<file path="src/rtl/kla_pkg.sv">
// shared constants, codes and structs of the keyed lru cache admission block
// no dependencies
package kla_pkg;

    localparam int CACHE_ENTRIES_DEF = 8;
    localparam int PENDING_SLOTS_DEF = 64;

    localparam logic [2:0] REQ_LOOKUP    = 3'd0;
    localparam logic [2:0] REQ_BEGIN     = 3'd1;
    localparam logic [2:0] REQ_FINISH    = 3'd2;
    localparam logic [2:0] REQ_INVAL     = 3'd3;
    localparam logic [2:0] REQ_RESET_ALL = 3'd4;

    localparam logic [2:0] OUT_OK      = 3'd0;
    localparam logic [2:0] OUT_MISS    = 3'd1;
    localparam logic [2:0] OUT_RANGE   = 3'd2;
    localparam logic [2:0] OUT_BUSY    = 3'd3;
    localparam logic [2:0] OUT_BLOCKED = 3'd4;
    localparam logic [2:0] OUT_ARMED   = 3'd5;

    typedef enum logic [2:0] {
        ST_IDLE,
        ST_DISPATCH,
        ST_BEGIN_CHK,
        ST_SCAN,
        ST_DECIDE,
        ST_FIN_DO,
        ST_RESULT
    } state_t;

    typedef struct packed {
        logic [7:0]  key;
        logic [15:0] org_x;
        logic [15:0] org_y;
        logic [31:0] stamp;
    } tag_word_t;

    typedef struct packed {
        logic        clr_all;
        logic        arm;
        logic        clr;
        logic        block;
        logic [7:0]  idx;
        logic [15:0] org_x;
        logic [15:0] org_y;
    } pend_cmd_t;

    typedef struct packed {
        logic        armed;
        logic        blocked;
        logic [15:0] org_x;
        logic [15:0] org_y;
    } pend_rd_t;

endpackage

</file>
<file path="src/rtl/kla_tag_ram.sv">
// tag memory: key, origin and lru stamp of every cache entry
// one write port, one registered read port; uses kla_pkg
module kla_tag_ram #(
    parameter int CACHE_ENTRIES = kla_pkg::CACHE_ENTRIES_DEF
) (
    input  logic                             clk,
    input  logic                             we,
    input  logic [$clog2(CACHE_ENTRIES)-1:0] waddr,
    input  kla_pkg::tag_word_t               wdata,
    input  logic [$clog2(CACHE_ENTRIES)-1:0] raddr,
    output kla_pkg::tag_word_t               rdata
);

    kla_pkg::tag_word_t mem [0:CACHE_ENTRIES-1];
    kla_pkg::tag_word_t rdata_reg;

    always_ff @(posedge clk)
    begin
        if (we)
        begin
            mem[waddr] <= wdata;
        end
        rdata_reg <= mem[raddr];
    end

    assign rdata = rdata_reg;

endmodule

</file>
<file path="src/rtl/kla_pend_table.sv">
// pending admission table: armed and blocked bits per slot, first-touch origin
// origin store is a memory with registered read; uses kla_pkg
module kla_pend_table #(
    parameter int PENDING_SLOTS = kla_pkg::PENDING_SLOTS_DEF
) (
    input  logic               clk,
    input  logic               rst_n,
    input  kla_pkg::pend_cmd_t cmd,
    input  logic [7:0]         rd_slot,
    output kla_pkg::pend_rd_t  rd
);

    localparam int PW = (PENDING_SLOTS > 1) ? $clog2(PENDING_SLOTS) : 1;

    logic [PENDING_SLOTS-1:0] armed_reg;
    logic [PENDING_SLOTS-1:0] blocked_reg;
    logic [15:0]              org_x_mem [0:PENDING_SLOTS-1];
    logic [15:0]              org_y_mem [0:PENDING_SLOTS-1];
    logic [15:0]              org_x_q_reg;
    logic [15:0]              org_y_q_reg;
    logic [PW-1:0]            wi;
    logic [PW-1:0]            ri;

    assign wi = cmd.idx[PW-1:0];
    assign ri = rd_slot[PW-1:0];

    always_ff @(posedge clk or negedge rst_n)
    begin
        if (!rst_n)
        begin
            armed_reg   <= '0;
            blocked_reg <= '0;
        end
        else if (cmd.clr_all)
        begin
            armed_reg   <= '0;
            blocked_reg <= '0;
        end
        else if (cmd.arm)
        begin
            armed_reg[wi] <= 1'b1;
        end
        else if (cmd.clr)
        begin
            armed_reg[wi]   <= 1'b0;
            blocked_reg[wi] <= 1'b0;
        end
        else if (cmd.block)
        begin
            armed_reg[wi]   <= 1'b0;
            blocked_reg[wi] <= 1'b1;
        end
    end

    always_ff @(posedge clk)
    begin
        if (cmd.arm && !cmd.clr_all)
        begin
            org_x_mem[wi] <= cmd.org_x;
            org_y_mem[wi] <= cmd.org_y;
        end
        org_x_q_reg <= org_x_mem[ri];
        org_y_q_reg <= org_y_mem[ri];
    end

    assign rd.armed   = armed_reg[ri];
    assign rd.blocked = blocked_reg[ri];
    assign rd.org_x   = org_x_q_reg;
    assign rd.org_y   = org_y_q_reg;

endmodule

</file>
<file path="src/rtl/kla_seq.sv">
// request sequencer: entry walk with one shared key and stamp compare,
// entry used/valid bits, lru clock, open recording and result register; uses kla_pkg
module kla_seq #(
    parameter int CACHE_ENTRIES = kla_pkg::CACHE_ENTRIES_DEF,
    parameter int PENDING_SLOTS = kla_pkg::PENDING_SLOTS_DEF
) (
    input  logic                             clk,
    input  logic                             rst_n,
    input  logic                             in_valid,
    output logic                             in_ready,
    input  logic [2:0]                       req_type,
    input  logic [7:0]                       slot,
    input  logic signed [15:0]               origin_x,
    input  logic signed [15:0]               origin_y,
    input  logic [2:0]                       entry_index,
    input  logic                             entry_given,
    input  logic                             build_ok,
    output logic                             out_valid,
    input  logic                             out_ready,
    output logic [2:0]                       outcome,
    output logic [2:0]                       entry_index_res,
    output logic                             evicted,
    output logic                             tag_we,
    output logic [$clog2(CACHE_ENTRIES)-1:0] tag_waddr,
    output kla_pkg::tag_word_t               tag_wdata,
    output logic [$clog2(CACHE_ENTRIES)-1:0] tag_raddr,
    input  kla_pkg::tag_word_t               tag_rdata,
    output kla_pkg::pend_cmd_t               pend_cmd,
    output logic [7:0]                       pend_slot,
    input  kla_pkg::pend_rd_t                pend_rd
);

    localparam int EW = $clog2(CACHE_ENTRIES);
    localparam int CW = $clog2(CACHE_ENTRIES + 1);

    kla_pkg::state_t state_reg, state_next;

    logic [2:0]  req_reg, req_next;
    logic [7:0]  slot_reg, slot_next;
    logic [15:0] ox_reg, ox_next;
    logic [15:0] oy_reg, oy_next;
    logic [2:0]  ei_reg, ei_next;
    logic        given_reg, given_next;
    logic        ok_reg, ok_next;

    logic [CACHE_ENTRIES-1:0] used_reg, used_next;
    logic [CACHE_ENTRIES-1:0] valid_reg, valid_next;
    logic [31:0]              lru_reg, lru_next;
    logic                     rec_open_reg, rec_open_next;
    logic [EW-1:0]            rec_entry_reg, rec_entry_next;

    logic [CW-1:0] scan_cnt_reg, scan_cnt_next;
    logic          cmp_en_reg, cmp_en_next;
    logic [EW-1:0] cmp_idx_reg, cmp_idx_next;
    logic          hit_found_reg, hit_found_next;
    logic [EW-1:0] hit_idx_reg, hit_idx_next;
    logic          hit_org_reg, hit_org_next;
    logic          free_found_reg, free_found_next;
    logic [EW-1:0] free_idx_reg, free_idx_next;
    logic [EW-1:0] min_idx_reg, min_idx_next;
    logic [31:0]   min_stamp_reg, min_stamp_next;

    logic [2:0]    res_outc_reg, res_outc_next;
    logic [EW-1:0] res_idx_reg, res_idx_next;
    logic          res_ev_reg, res_ev_next;

    logic          out_valid_reg, out_valid_next;
    logic [2:0]    outcome_reg, outcome_next;
    logic [2:0]    out_idx_reg, out_idx_next;
    logic          evicted_reg, evicted_next;

    logic          slot_in_range;
    logic          ei_in_range;
    logic          key_in_range;
    logic [EW-1:0] ei_idx;
    logic [EW-1:0] pick;
    logic [31:0]   stamp_new;

    assign slot_in_range = ({1'b0, slot_reg} < 9'(PENDING_SLOTS));
    assign ei_in_range   = (7'(ei_reg) < 7'(CACHE_ENTRIES));
    assign key_in_range  = ({1'b0, tag_rdata.key} < 9'(PENDING_SLOTS));
    assign ei_idx        = EW'(ei_reg);
    assign stamp_new     = lru_reg + 32'd1;
    assign pick          = hit_found_reg ? hit_idx_reg :
                           (free_found_reg ? free_idx_reg : min_idx_reg);

    assign in_ready        = (state_reg == kla_pkg::ST_IDLE);
    assign out_valid       = out_valid_reg;
    assign outcome         = outcome_reg;
    assign entry_index_res = out_idx_reg;
    assign evicted         = evicted_reg;
    assign pend_slot       = slot_reg;

    always_comb
    begin
        state_next      = state_reg;
        req_next        = req_reg;
        slot_next       = slot_reg;
        ox_next         = ox_reg;
        oy_next         = oy_reg;
        ei_next         = ei_reg;
        given_next      = given_reg;
        ok_next         = ok_reg;
        used_next       = used_reg;
        valid_next      = valid_reg;
        lru_next        = lru_reg;
        rec_open_next   = rec_open_reg;
        rec_entry_next  = rec_entry_reg;
        scan_cnt_next   = scan_cnt_reg;
        cmp_en_next     = 1'b0;
        cmp_idx_next    = cmp_idx_reg;
        hit_found_next  = hit_found_reg;
        hit_idx_next    = hit_idx_reg;
        hit_org_next    = hit_org_reg;
        free_found_next = free_found_reg;
        free_idx_next   = free_idx_reg;
        min_idx_next    = min_idx_reg;
        min_stamp_next  = min_stamp_reg;
        res_outc_next   = res_outc_reg;
        res_idx_next    = res_idx_reg;
        res_ev_next     = res_ev_reg;
        out_valid_next  = out_valid_reg;
        outcome_next    = outcome_reg;
        out_idx_next    = out_idx_reg;
        evicted_next    = evicted_reg;

        tag_we          = 1'b0;
        tag_waddr       = pick;
        tag_wdata.key   = slot_reg;
        tag_wdata.org_x = ox_reg;
        tag_wdata.org_y = oy_reg;
        tag_wdata.stamp = stamp_new;
        tag_raddr       = scan_cnt_reg[EW-1:0];
        pend_cmd         = '0;
        pend_cmd.idx     = slot_reg;
        pend_cmd.org_x   = ox_reg;
        pend_cmd.org_y   = oy_reg;

        if (out_valid_reg && out_ready)
        begin
            out_valid_next = 1'b0;
        end

        // shared compare stage of the entry walk
        if (cmp_en_reg)
        begin
            if (used_reg[cmp_idx_reg] && tag_rdata.key == slot_reg && !hit_found_reg)
            begin
                hit_found_next = 1'b1;
                hit_idx_next   = cmp_idx_reg;
                hit_org_next   = (tag_rdata.org_x == ox_reg) && (tag_rdata.org_y == oy_reg);
            end
            if (!used_reg[cmp_idx_reg] && !free_found_reg)
            begin
                free_found_next = 1'b1;
                free_idx_next   = cmp_idx_reg;
            end
            if (cmp_idx_reg == '0 || tag_rdata.stamp < min_stamp_reg)
            begin
                min_idx_next   = cmp_idx_reg;
                min_stamp_next = tag_rdata.stamp;
            end
        end

        case (state_reg)
            kla_pkg::ST_IDLE:
            begin
                if (in_valid)
                begin
                    req_next   = req_type;
                    slot_next  = slot;
                    ox_next    = origin_x;
                    oy_next    = origin_y;
                    ei_next    = entry_index;
                    given_next = entry_given;
                    ok_next    = build_ok;
                    state_next = kla_pkg::ST_DISPATCH;
                end
            end
            kla_pkg::ST_DISPATCH:
            begin
                res_outc_next   = kla_pkg::OUT_OK;
                res_idx_next    = '0;
                res_ev_next     = 1'b0;
                scan_cnt_next   = '0;
                hit_found_next  = 1'b0;
                free_found_next = 1'b0;
                tag_raddr       = ei_idx;
                case (req_reg)
                    kla_pkg::REQ_LOOKUP:
                    begin
                        if (!slot_in_range)
                        begin
                            res_outc_next = kla_pkg::OUT_RANGE;
                            state_next    = kla_pkg::ST_RESULT;
                        end
                        else
                        begin
                            state_next = kla_pkg::ST_SCAN;
                        end
                    end
                    kla_pkg::REQ_BEGIN:
                    begin
                        if (!slot_in_range)
                        begin
                            res_outc_next = kla_pkg::OUT_RANGE;
                            state_next    = kla_pkg::ST_RESULT;
                        end
                        else if (rec_open_reg)
                        begin
                            res_outc_next = kla_pkg::OUT_BUSY;
                            state_next    = kla_pkg::ST_RESULT;
                        end
                        else if (pend_rd.blocked)
                        begin
                            res_outc_next = kla_pkg::OUT_BLOCKED;
                            state_next    = kla_pkg::ST_RESULT;
                        end
                        else
                        begin
                            state_next = kla_pkg::ST_BEGIN_CHK;
                        end
                    end
                    kla_pkg::REQ_FINISH:
                    begin
                        if (given_reg && ei_in_range)
                        begin
                            state_next = kla_pkg::ST_FIN_DO;
                        end
                        else
                        begin
                            state_next = kla_pkg::ST_RESULT;
                        end
                    end
                    kla_pkg::REQ_INVAL:
                    begin
                        state_next = kla_pkg::ST_SCAN;
                    end
                    kla_pkg::REQ_RESET_ALL:
                    begin
                        used_next        = '0;
                        valid_next       = '0;
                        rec_open_next    = 1'b0;
                        pend_cmd.clr_all = 1'b1;
                        state_next       = kla_pkg::ST_RESULT;
                    end
                    default:
                    begin
                        state_next = kla_pkg::ST_RESULT;
                    end
                endcase
            end
            kla_pkg::ST_BEGIN_CHK:
            begin
                if (!pend_rd.armed || pend_rd.org_x != ox_reg || pend_rd.org_y != oy_reg)
                begin
                    pend_cmd.arm  = 1'b1;
                    res_outc_next = kla_pkg::OUT_ARMED;
                    state_next    = kla_pkg::ST_RESULT;
                end
                else
                begin
                    state_next = kla_pkg::ST_SCAN;
                end
            end
            kla_pkg::ST_SCAN:
            begin
                if (scan_cnt_reg == CW'(CACHE_ENTRIES))
                begin
                    state_next = kla_pkg::ST_DECIDE;
                end
                else
                begin
                    cmp_en_next   = 1'b1;
                    cmp_idx_next  = scan_cnt_reg[EW-1:0];
                    scan_cnt_next = scan_cnt_reg + CW'(1);
                end
            end
            kla_pkg::ST_DECIDE:
            begin
                state_next = kla_pkg::ST_RESULT;
                case (req_reg)
                    kla_pkg::REQ_LOOKUP:
                    begin
                        if (hit_found_reg && valid_reg[hit_idx_reg] && hit_org_reg)
                        begin
                            tag_we       = 1'b1;
                            lru_next     = stamp_new;
                            res_idx_next = hit_idx_reg;
                        end
                        else
                        begin
                            res_outc_next = kla_pkg::OUT_MISS;
                        end
                    end
                    kla_pkg::REQ_BEGIN:
                    begin
                        tag_we            = 1'b1;
                        used_next[pick]   = 1'b1;
                        valid_next[pick]  = 1'b0;
                        lru_next          = stamp_new;
                        rec_open_next     = 1'b1;
                        rec_entry_next    = pick;
                        res_idx_next      = pick;
                        res_ev_next       = !hit_found_reg && !free_found_reg;
                    end
                    kla_pkg::REQ_INVAL:
                    begin
                        if (hit_found_reg)
                        begin
                            used_next[hit_idx_reg]  = 1'b0;
                            valid_next[hit_idx_reg] = 1'b0;
                            if (rec_open_reg && rec_entry_reg == hit_idx_reg)
                            begin
                                rec_open_next = 1'b0;
                            end
                        end
                        pend_cmd.clr = slot_in_range;
                    end
                    default:
                    begin
                        res_outc_next = kla_pkg::OUT_OK;
                    end
                endcase
            end
            kla_pkg::ST_FIN_DO:
            begin
                state_next = kla_pkg::ST_RESULT;
                if (rec_open_reg && rec_entry_reg == ei_idx)
                begin
                    rec_open_next = 1'b0;
                end
                if (ok_reg)
                begin
                    valid_next[ei_idx] = 1'b1;
                end
                else
                begin
                    pend_cmd.idx       = tag_rdata.key;
                    pend_cmd.block     = used_reg[ei_idx] && key_in_range;
                    used_next[ei_idx]  = 1'b0;
                    valid_next[ei_idx] = 1'b0;
                end
            end
            kla_pkg::ST_RESULT:
            begin
                if (!out_valid_reg || out_ready)
                begin
                    out_valid_next = 1'b1;
                    outcome_next   = res_outc_reg;
                    out_idx_next   = 3'(res_idx_reg);
                    evicted_next   = res_ev_reg;
                    state_next     = kla_pkg::ST_IDLE;
                end
            end
            default:
            begin
                state_next = kla_pkg::ST_IDLE;
            end
        endcase
    end

    always_ff @(posedge clk or negedge rst_n)
    begin
        if (!rst_n)
        begin
            state_reg     <= kla_pkg::ST_IDLE;
            used_reg      <= '0;
            valid_reg     <= '0;
            lru_reg       <= '0;
            rec_open_reg  <= 1'b0;
            rec_entry_reg <= '0;
            scan_cnt_reg  <= '0;
            cmp_en_reg    <= 1'b0;
            out_valid_reg <= 1'b0;
        end
        else
        begin
            state_reg     <= state_next;
            used_reg      <= used_next;
            valid_reg     <= valid_next;
            lru_reg       <= lru_next;
            rec_open_reg  <= rec_open_next;
            rec_entry_reg <= rec_entry_next;
            scan_cnt_reg  <= scan_cnt_next;
            cmp_en_reg    <= cmp_en_next;
            out_valid_reg <= out_valid_next;
        end
    end

    always_ff @(posedge clk)
    begin
        req_reg        <= req_next;
        slot_reg       <= slot_next;
        ox_reg         <= ox_next;
        oy_reg         <= oy_next;
        ei_reg         <= ei_next;
        given_reg      <= given_next;
        ok_reg         <= ok_next;
        cmp_idx_reg    <= cmp_idx_next;
        hit_found_reg  <= hit_found_next;
        hit_idx_reg    <= hit_idx_next;
        hit_org_reg    <= hit_org_next;
        free_found_reg <= free_found_next;
        free_idx_reg   <= free_idx_next;
        min_idx_reg    <= min_idx_next;
        min_stamp_reg  <= min_stamp_next;
        res_outc_reg   <= res_outc_next;
        res_idx_reg    <= res_idx_next;
        res_ev_reg     <= res_ev_next;
        outcome_reg    <= outcome_next;
        out_idx_reg    <= out_idx_next;
        evicted_reg    <= evicted_next;
    end

endmodule

</file>
<file path="src/rtl/keyed_lru_cache_admission.sv">
// top level of the keyed lru cache admission block
// instantiates kla_seq, kla_tag_ram and kla_pend_table; uses kla_pkg
//
// channel   direction  handshake             payload
// request   in         in_valid / in_ready   req_type slot origin_x origin_y
//                                            entry_index entry_given build_ok
// result    out        out_valid / out_ready outcome entry_index_res evicted
//
// lookup and invalidate walk every tag entry before the next request can transfer,
// a granted begin also passes the begin check; the walk reads one tag entry per
// cycle through a single compare unit; finish, reset all and early rejects skip it.
// after reset the block is ready at once, with no clearing pass.
// a held result stalls only the next request's final result step.
module keyed_lru_cache_admission #(
    parameter int CACHE_ENTRIES = kla_pkg::CACHE_ENTRIES_DEF,
    parameter int PENDING_SLOTS = kla_pkg::PENDING_SLOTS_DEF
) (
    input  logic               clk,
    input  logic               rst_n,
    input  logic               in_valid,
    output logic               in_ready,
    input  logic [2:0]         req_type,
    input  logic [7:0]         slot,
    input  logic signed [15:0] origin_x,
    input  logic signed [15:0] origin_y,
    input  logic [2:0]         entry_index,
    input  logic               entry_given,
    input  logic               build_ok,
    output logic               out_valid,
    input  logic               out_ready,
    output logic [2:0]         outcome,
    output logic [2:0]         entry_index_res,
    output logic               evicted
);

    localparam int EW = $clog2(CACHE_ENTRIES);

    logic               tag_we;
    logic [EW-1:0]      tag_waddr;
    kla_pkg::tag_word_t tag_wdata;
    logic [EW-1:0]      tag_raddr;
    kla_pkg::tag_word_t tag_rdata;
    kla_pkg::pend_cmd_t pend_cmd;
    logic [7:0]         pend_slot;
    kla_pkg::pend_rd_t  pend_rd;

    kla_seq #(
        .CACHE_ENTRIES (CACHE_ENTRIES),
        .PENDING_SLOTS (PENDING_SLOTS)
    ) u_seq (
        .clk             (clk),
        .rst_n           (rst_n),
        .in_valid        (in_valid),
        .in_ready        (in_ready),
        .req_type        (req_type),
        .slot            (slot),
        .origin_x        (origin_x),
        .origin_y        (origin_y),
        .entry_index     (entry_index),
        .entry_given     (entry_given),
        .build_ok        (build_ok),
        .out_valid       (out_valid),
        .out_ready       (out_ready),
        .outcome         (outcome),
        .entry_index_res (entry_index_res),
        .evicted         (evicted),
        .tag_we          (tag_we),
        .tag_waddr       (tag_waddr),
        .tag_wdata       (tag_wdata),
        .tag_raddr       (tag_raddr),
        .tag_rdata       (tag_rdata),
        .pend_cmd        (pend_cmd),
        .pend_slot       (pend_slot),
        .pend_rd         (pend_rd)
    );

    kla_tag_ram #(
        .CACHE_ENTRIES (CACHE_ENTRIES)
    ) u_tag_ram (
        .clk   (clk),
        .we    (tag_we),
        .waddr (tag_waddr),
        .wdata (tag_wdata),
        .raddr (tag_raddr),
        .rdata (tag_rdata)
    );

    kla_pend_table #(
        .PENDING_SLOTS (PENDING_SLOTS)
    ) u_pend_table (
        .clk     (clk),
        .rst_n   (rst_n),
        .cmd     (pend_cmd),
        .rd_slot (pend_slot),
        .rd      (pend_rd)
    );

`ifndef SYNTHESIS
    // busy right after a request transfer
    assert property (@(posedge clk) disable iff (!rst_n)
        in_valid && in_ready |=> !in_ready)
        else $error("accepted a request back to back");

    // only defined outcome codes leave the block
    assert property (@(posedge clk) disable iff (!rst_n)
        out_valid |-> (outcome <= kla_pkg::OUT_ARMED))
        else $error("undefined outcome code");

    // eviction only on a granted begin
    assert property (@(posedge clk) disable iff (!rst_n)
        out_valid && evicted |-> outcome == kla_pkg::OUT_OK)
        else $error("eviction flagged without a grant");
`endif

endmodule
</file>
<file path="config.mk">
export PLATFORM = sky130hd
export DESIGN_NAME = keyed_lru_cache_admission
export DESIGN_NICKNAME = d
export VERILOG_FILES = /design/src/rtl/kla_pkg.sv /design/src/rtl/kla_tag_ram.sv /design/src/rtl/kla_pend_table.sv /design/src/rtl/kla_seq.sv /design/src/rtl/keyed_lru_cache_admission.sv
export SDC_FILE = /design/constraint.sdc
export NUM_CORES = 2
export LEC_CHECK = 0
export BUFFER_PORTS_ARGS = -buffer_cell sky130_fd_sc_hd__buf_2
export CORE_ASPECT_RATIO = 0.75
export CORE_MARGIN = 2
export CORE_UTILIZATION = 48
export CTS_BUF_LIST = sky130_fd_sc_hd__clkbuf_8 sky130_fd_sc_hd__clkbuf_16
export CTS_CLUSTER_DIAMETER = 200
export DETAILED_ROUTE_END_ITERATION = 10
export PLACE_DENSITY_LB_ADDON = 0.25
export SLEW_MARGIN = 20
export SYNTH_ARGS = -nofsm -noshare
export SYNTH_HDL_FRONTEND = slang
export SYNTH_SLANG_ARGS = --single-unit
export TNS_END_PERCENT = 5
</file>
<file path="constraint.sdc">
create_clock -name clk -period 7.85 [get_ports clk]
set_input_delay 0.785 -clock clk [delete_from_list [all_inputs] [get_ports clk]]
set_output_delay 0.785 -clock clk [all_outputs]
set_load 0.01 [all_outputs]
</file>
After elaboration in Yosys (flattened, before gate mapping):

Memory sizes are Yosys's and may differ from the RTL's. A register that Yosys moved wholly into a read port is not among the register bits.
Cells that the tools add are included.

* output and inout bits: 9
* bits in latches: 0
* flip-flop bits (word level): 298
* memory bits (writable): 2624
* word-level logic and storage cells: 250
* memories kept: 3
* bits of input ports: 52
* ROM bits: 0

Memory list
* u_pend_table.org_x_mem: depth 64, width 16, read ports 1, clocked after memory_dff 1, write ports 1, line kla_pend_table.sv:17 `logic [15:0] org_x_mem [0:PENDING_SLOTS-1];`
* u_pend_table.org_y_mem: depth 64, width 16, read ports 1, clocked after memory_dff 1, write ports 1, line kla_pend_table.sv:18 `logic [15:0] org_y_mem [0:PENDING_SLOTS-1];`
* u_tag_ram.mem: depth 8, width 72, read ports 1, clocked after memory_dff 1, write ports 1, line kla_tag_ram.sv:14 `kla_pkg::tag_word_t mem [0:CACHE_ENTRIES-1];`

* div/mod/pow operators: 0
* $add $sub $neg: 2
* shift-type cells: 0
* mux-type cells: 93
* reductions and logical operators: 55
* $mul: 0
* bitwise gates (word level): 16
* magnitude comparators: 13
* eq/ne operators: 36

Operators by type and width (count)
* $mux 64: 8
* $and 64x64->64: 2
* $or 64x64->64: 2
* $not 64->64: 1
* $pmux 32 s2: 1
* $mux 3: 17
* $pmux 8 s3: 2
* $and 8x8->8: 5
* $mux 8: 5
* $add 32x1->32 const B: 1
* $eq 16x16->1: 2
* $lt 32x32->1: 1
* $mux 32: 1
* $ne 16x16->1: 2
* $pmux 8 s2: 2
* $mux 1: 31
* $not 8->8: 3
* $pmux 3 s2: 4
* $reduce_and 2->1: 10
* $mux 9: 2
* $pmux 3 s6: 1
* $logic_and 1x1->1: 16
* $lt 3x4->1 const B: 4
* $lt 8x7->1 const B: 2
* 38 further kinds: 90

Logic depth before layout (Yosys ltp):

* depth after elaboration: 15
* depth in mapped cells: 12

Hierarchy:

Synthesis repeated with hierarchy kept, for this count alone.

* cells, all modules: 5809
* area total of the unflattened synthesis: 118039.5 um2

Modules (own cells, without submodules)
* kla_pend_table: area an instance 85261.8 um2, times used 1, cells each 4028
* kla_tag_ram: area an instance 23368.7 um2, times used 1, cells each 917
* kla_seq: area an instance 9409.0 um2, times used 1, cells each 864

Worst setup path before layout:

No wires, ideal clock.

* path type: flip-flop to flip-flop
* from: register u_seq.slot_reg[0] (netlist: u_seq.pend_slot[0])
* to: memory u_pend_table.org_x_mem[24][0] (enable)
* setup slack: 1.869 ns
* arrival: 5.479 ns
* clock period less this slack: 5.981 ns
* cell stages (with the launch flop): 12
* cells stage by stage: edfxtp_1 > buf_6 > buf_12 > mux4_2 > a22o_1 > a221oi_1 > mux4_2 > or3_4 > nand2_2 > buf_6 > buf_12 > nor4_1

* word-level cells in the longest chain between the ends: 10
* elaborated cells between the ends (all ways): 12
* classes of those cells: mux (8); reduce/logical (4)

RTL lines
* start, declared: line kla_seq.sv:39 `logic [7:0] slot_reg, slot_next;`
* start signal, assigned: line kla_seq.sv:394 `slot_reg <= slot_next;`
* $bmux 1 s6: line kla_pend_table.sv:66 `assign rd.armed = armed_reg[ri];`
* $mux 1 (implied by the code): line kla_pend_table.sv:66
* $logic_not 1->1: line kla_seq.sv:255 `if (!pend_rd.armed || pend_rd.org_x != ox_reg || pend_rd.org_y != oy_reg)`
* $logic_or 1x1->1 (2 in series): line kla_seq.sv:255
* $mux 1: line kla_seq.sv:255
* $mux 1: line kla_seq.sv:165 `case (state_reg)`
* $logic_and 1x1->1: line kla_pend_table.sv:57 `if (cmd.arm && !cmd.clr_all)`
* $mux 1: line kla_pend_table.sv:57
* $mux 1 (implied by the code): line kla_pend_table.sv:59 `org_x_mem[wi] <= cmd.org_x;`
* end, declared: line kla_pend_table.sv:17

Several ways; a longest one is shown, not always the timed one. The select of a mux whose other input is x is not followed.

Final worst setup path:

* from: register u_seq.slot_reg[0] (netlist: u_seq.pend_slot[0])
* to: memory u_pend_table.org_x_mem[37][5] (enable)

The elaborated chain is that of the path after synthesis.

==> metrics <==
reg2reg start=u_seq.pend_slot[0]; pre-CTS WS=approximately 2.3 ns; Max VDD drop=0.000276 V; std cell rows=between 150 and 200; # H-tree levels=5; Mapped Area=around 120000 um2; grt ovf=0; sequential area share after synthesis=75.7%; Iter 0 DRT Violations=8694; pin count of the biggest net entering global routing=roughly 150; die height=432 um; top-area cell type share of the netlist area=about 70%; r2r worst-path depth=9; Hold Crit Endpoint=u_seq.oy_reg[12]; Tot GR Track Use=roughly a quarter; Regs by FF count=u_pend_table.org_x_mem: 1024 flops, u_pend_table.org_y_mem: 1024 flops, u_tag_ram.mem: 576 flops; crit-path max FO=86; Top FF cell, synth=edfxtp_1; most instantiated library cell after synthesis=edfxtp_1; Tot Pwr=between 30 and 40 mW; flops & latches, synth=3026; via-per-instance ratio=6.28; synth unique cells=67; outcome=complete, no violations; CP endpoint kind=flop; largest area contributor in the netlist=edfxtp_1; min Tclk post-route=around 5.5 ns; RSZ-0062 raised after global routing=no; TritonCTS Buffers=between 200 and 300; Layout Cells excl Fill=slightly above 9000; Worst Hold Slack=0.101 ns; synthesized area per cell=between 20 and 25 um2; fin area=132000 um2; # IOs=61; area growth from synthesis to layout=12.4%; dpl hpwl=171 mm; Starting Density=48.2%; final-report setup violation count=0; arrival time at the worst endpoint=6.02 ns; CTS tree=done; Worst Max-Slew Pin Slew=approximately 1.2 ns; Post-synth ARST share=under 10%; Syn Nets=5605; GPL Wtd Cong=between 0.8 and 0.9; Die X=around 580 um; count of input and output buffers=60; Syn Inst Count=between 5000 and 6000; Hold Path Stages=1; via count=58123; later-pin clock latency in the skew report=0.88 ns; max_slew headroom=20.3%; vias in the first global route=57128; final core occ=a little over half; die area=249000 um2; final worst path period share=70.3%; Pre-antenna DRT Iters=8; Post-route DRC=0; Final WS setup=2.33 ns; Max-Cap Viols=0; setup TNS=0 ns; Critical Path RT=around 8.4 ns; cell area power density=287 nW/um2; Post-CTS Repair Setup Buffers=0; end of the worst register-to-register path=u_pend_table.org_x_mem[37][5]; routed len/inst=32.4 um; Max Slew Vio Count=0; Area contributors post-synth=edfxtp_1, mux4_2, dfrtp_1; R2R setup slack=2.33 ns; global-route wire length before repair=427 mm; dpl cell area=123000 um2; core region area=244000 um2; Worst setup SP type=flop; EDFF count, synth=2731; largest buffer count on any clock path=4; f_max=181 MHz; share of cells above drive strength 1=28.2%; Sink Count=3026; Final nets=about 5900; hold path start=origin_y[12]; final hold viol count=0; clock transition at the registers of the reported paths=0.06 ns; skew final=0.0484 ns; ANT nets after route=0; YS warnings=0; clock root cell=clkbuf_16; Hold Path Class=primary input to flop; Placed Instances=8733; top cells by count, synth=edfxtp_1, mux4_2, o21ai_0; CP Class=flop to flop; initial antenna violation count=26; P_leak=approximately 43 nW; final WL=300 mm
-- logic make-up (layout without fill, tap and decap cells) --
logic type               count (synthesis)  count (layout)  synth area share, %
AND/OR/NAND/NOR                        570             570                 2.33
multiplexers                           937             937                 17.1
other                                    0               6                    0
adder cells (fa/ha/maj)                 34              34                0.362
XOR/XNOR                               141             141                 1.05
AO/OA/AOI/OAI                          457             457                 2.10
buffers and inverters                  354             830                 1.38
flip-flops                            3026            3026                 75.7
-- metal layers --
layer,vias up,GRT usage (%),wire length [um]
li1,23360,-,-
met1,31429,37.4,130000
met2,2950,35.2,133000
met3,378,5.51,30600
met4,6,5.61,6290
met5,-,0,41
-- critical path, cell delays in order (launching register included) --
cell      delay (ns)
edfxtp_1        0.85
buf_4           0.49
mux4_2          0.58
a22o_1          0.26
a221oi_1        0.22
mux4_2          0.32
or3_4           0.18
nand2_8         0.46
nor3_2          1.11
buf_4           0.52
-- final cells by class --
| cell class | count | area [um2] |
|---|---|---|
| repair buffers | 266 | 2070 |
| flip-flops and latches | 3026 | 88900 |
| fillers | 18226 | 112000 |
| clock inverters | 203 | 1530 |
| inverters | 44 | 165 |
| well taps | 3259 | 4080 |
| diodes | 6 | 15.0 |
| multi-input cells | 2139 | 27500 |
| clock buffers | 317 | 7760 |
-- cells in the final DEF (no fill, tap or decap), drive strengths merged, types with 24 or more instances in the layout --
| master | instances |
|---|---|
| dfrtp | 189 |
| o21ai | 237 |
| mux4 | 849 |
| nor3 | 55 |
| mux2 | 74 |
| clkinv | 87 |
| xor2 | 92 |
| buf | 264 |
| nor2 | 110 |
| nor4 | 33 |
| inv | 132 |
| nand3 | 85 |
| a21oi | 160 |
| nand2 | 180 |
| ha | 34 |
| dfxtp | 106 |
| clkbuf | 318 |
| xnor2 | 49 |
| edfxtp | 2731 |
| nand4 | 24 |
-- how the worst max path moves through the flow --
| stage | start | end | slack [ns] | depth (start not counted) |
|---|---|---|---|---|
| finish | u_seq.pend_slot[0] | u_pend_table.org_x_mem[37][5] | 2.33 | 9 |
| global placement | u_seq.pend_slot[0] | u_pend_table.org_y_mem[43][3] | 2.44 | 9 |
| global route | u_seq.pend_slot[0] | u_pend_table.org_x_mem[37][5] | 2.03 | 9 |
| floorplan | u_seq.pend_slot[0] | u_pend_table.org_x_mem[24][0] | 1.87 | 11 |
| CTS | u_seq.pend_slot[0] | u_pend_table.org_y_mem[37][3] | 2.26 | 9 |
| detailed placement | u_seq.pend_slot[0] | u_pend_table.org_x_mem[37][11] | 2.28 | 9 |
-- power by group --
part	internal [mW]	total [mW]	switching, mW
clock network	7.82	13.8	5.94
registers	18.4	18.8	0.411
logic	2.03	5.28	3.25
total	28.3	37.9	9.60
-- timing repair --
item                                   in CTS  in global routing
hold buffers                                1                  0
resized for setup                           0                  0
endpoints found under the hold margin      53                  0
No activity file was read; power rests on OpenSTA's default activity.
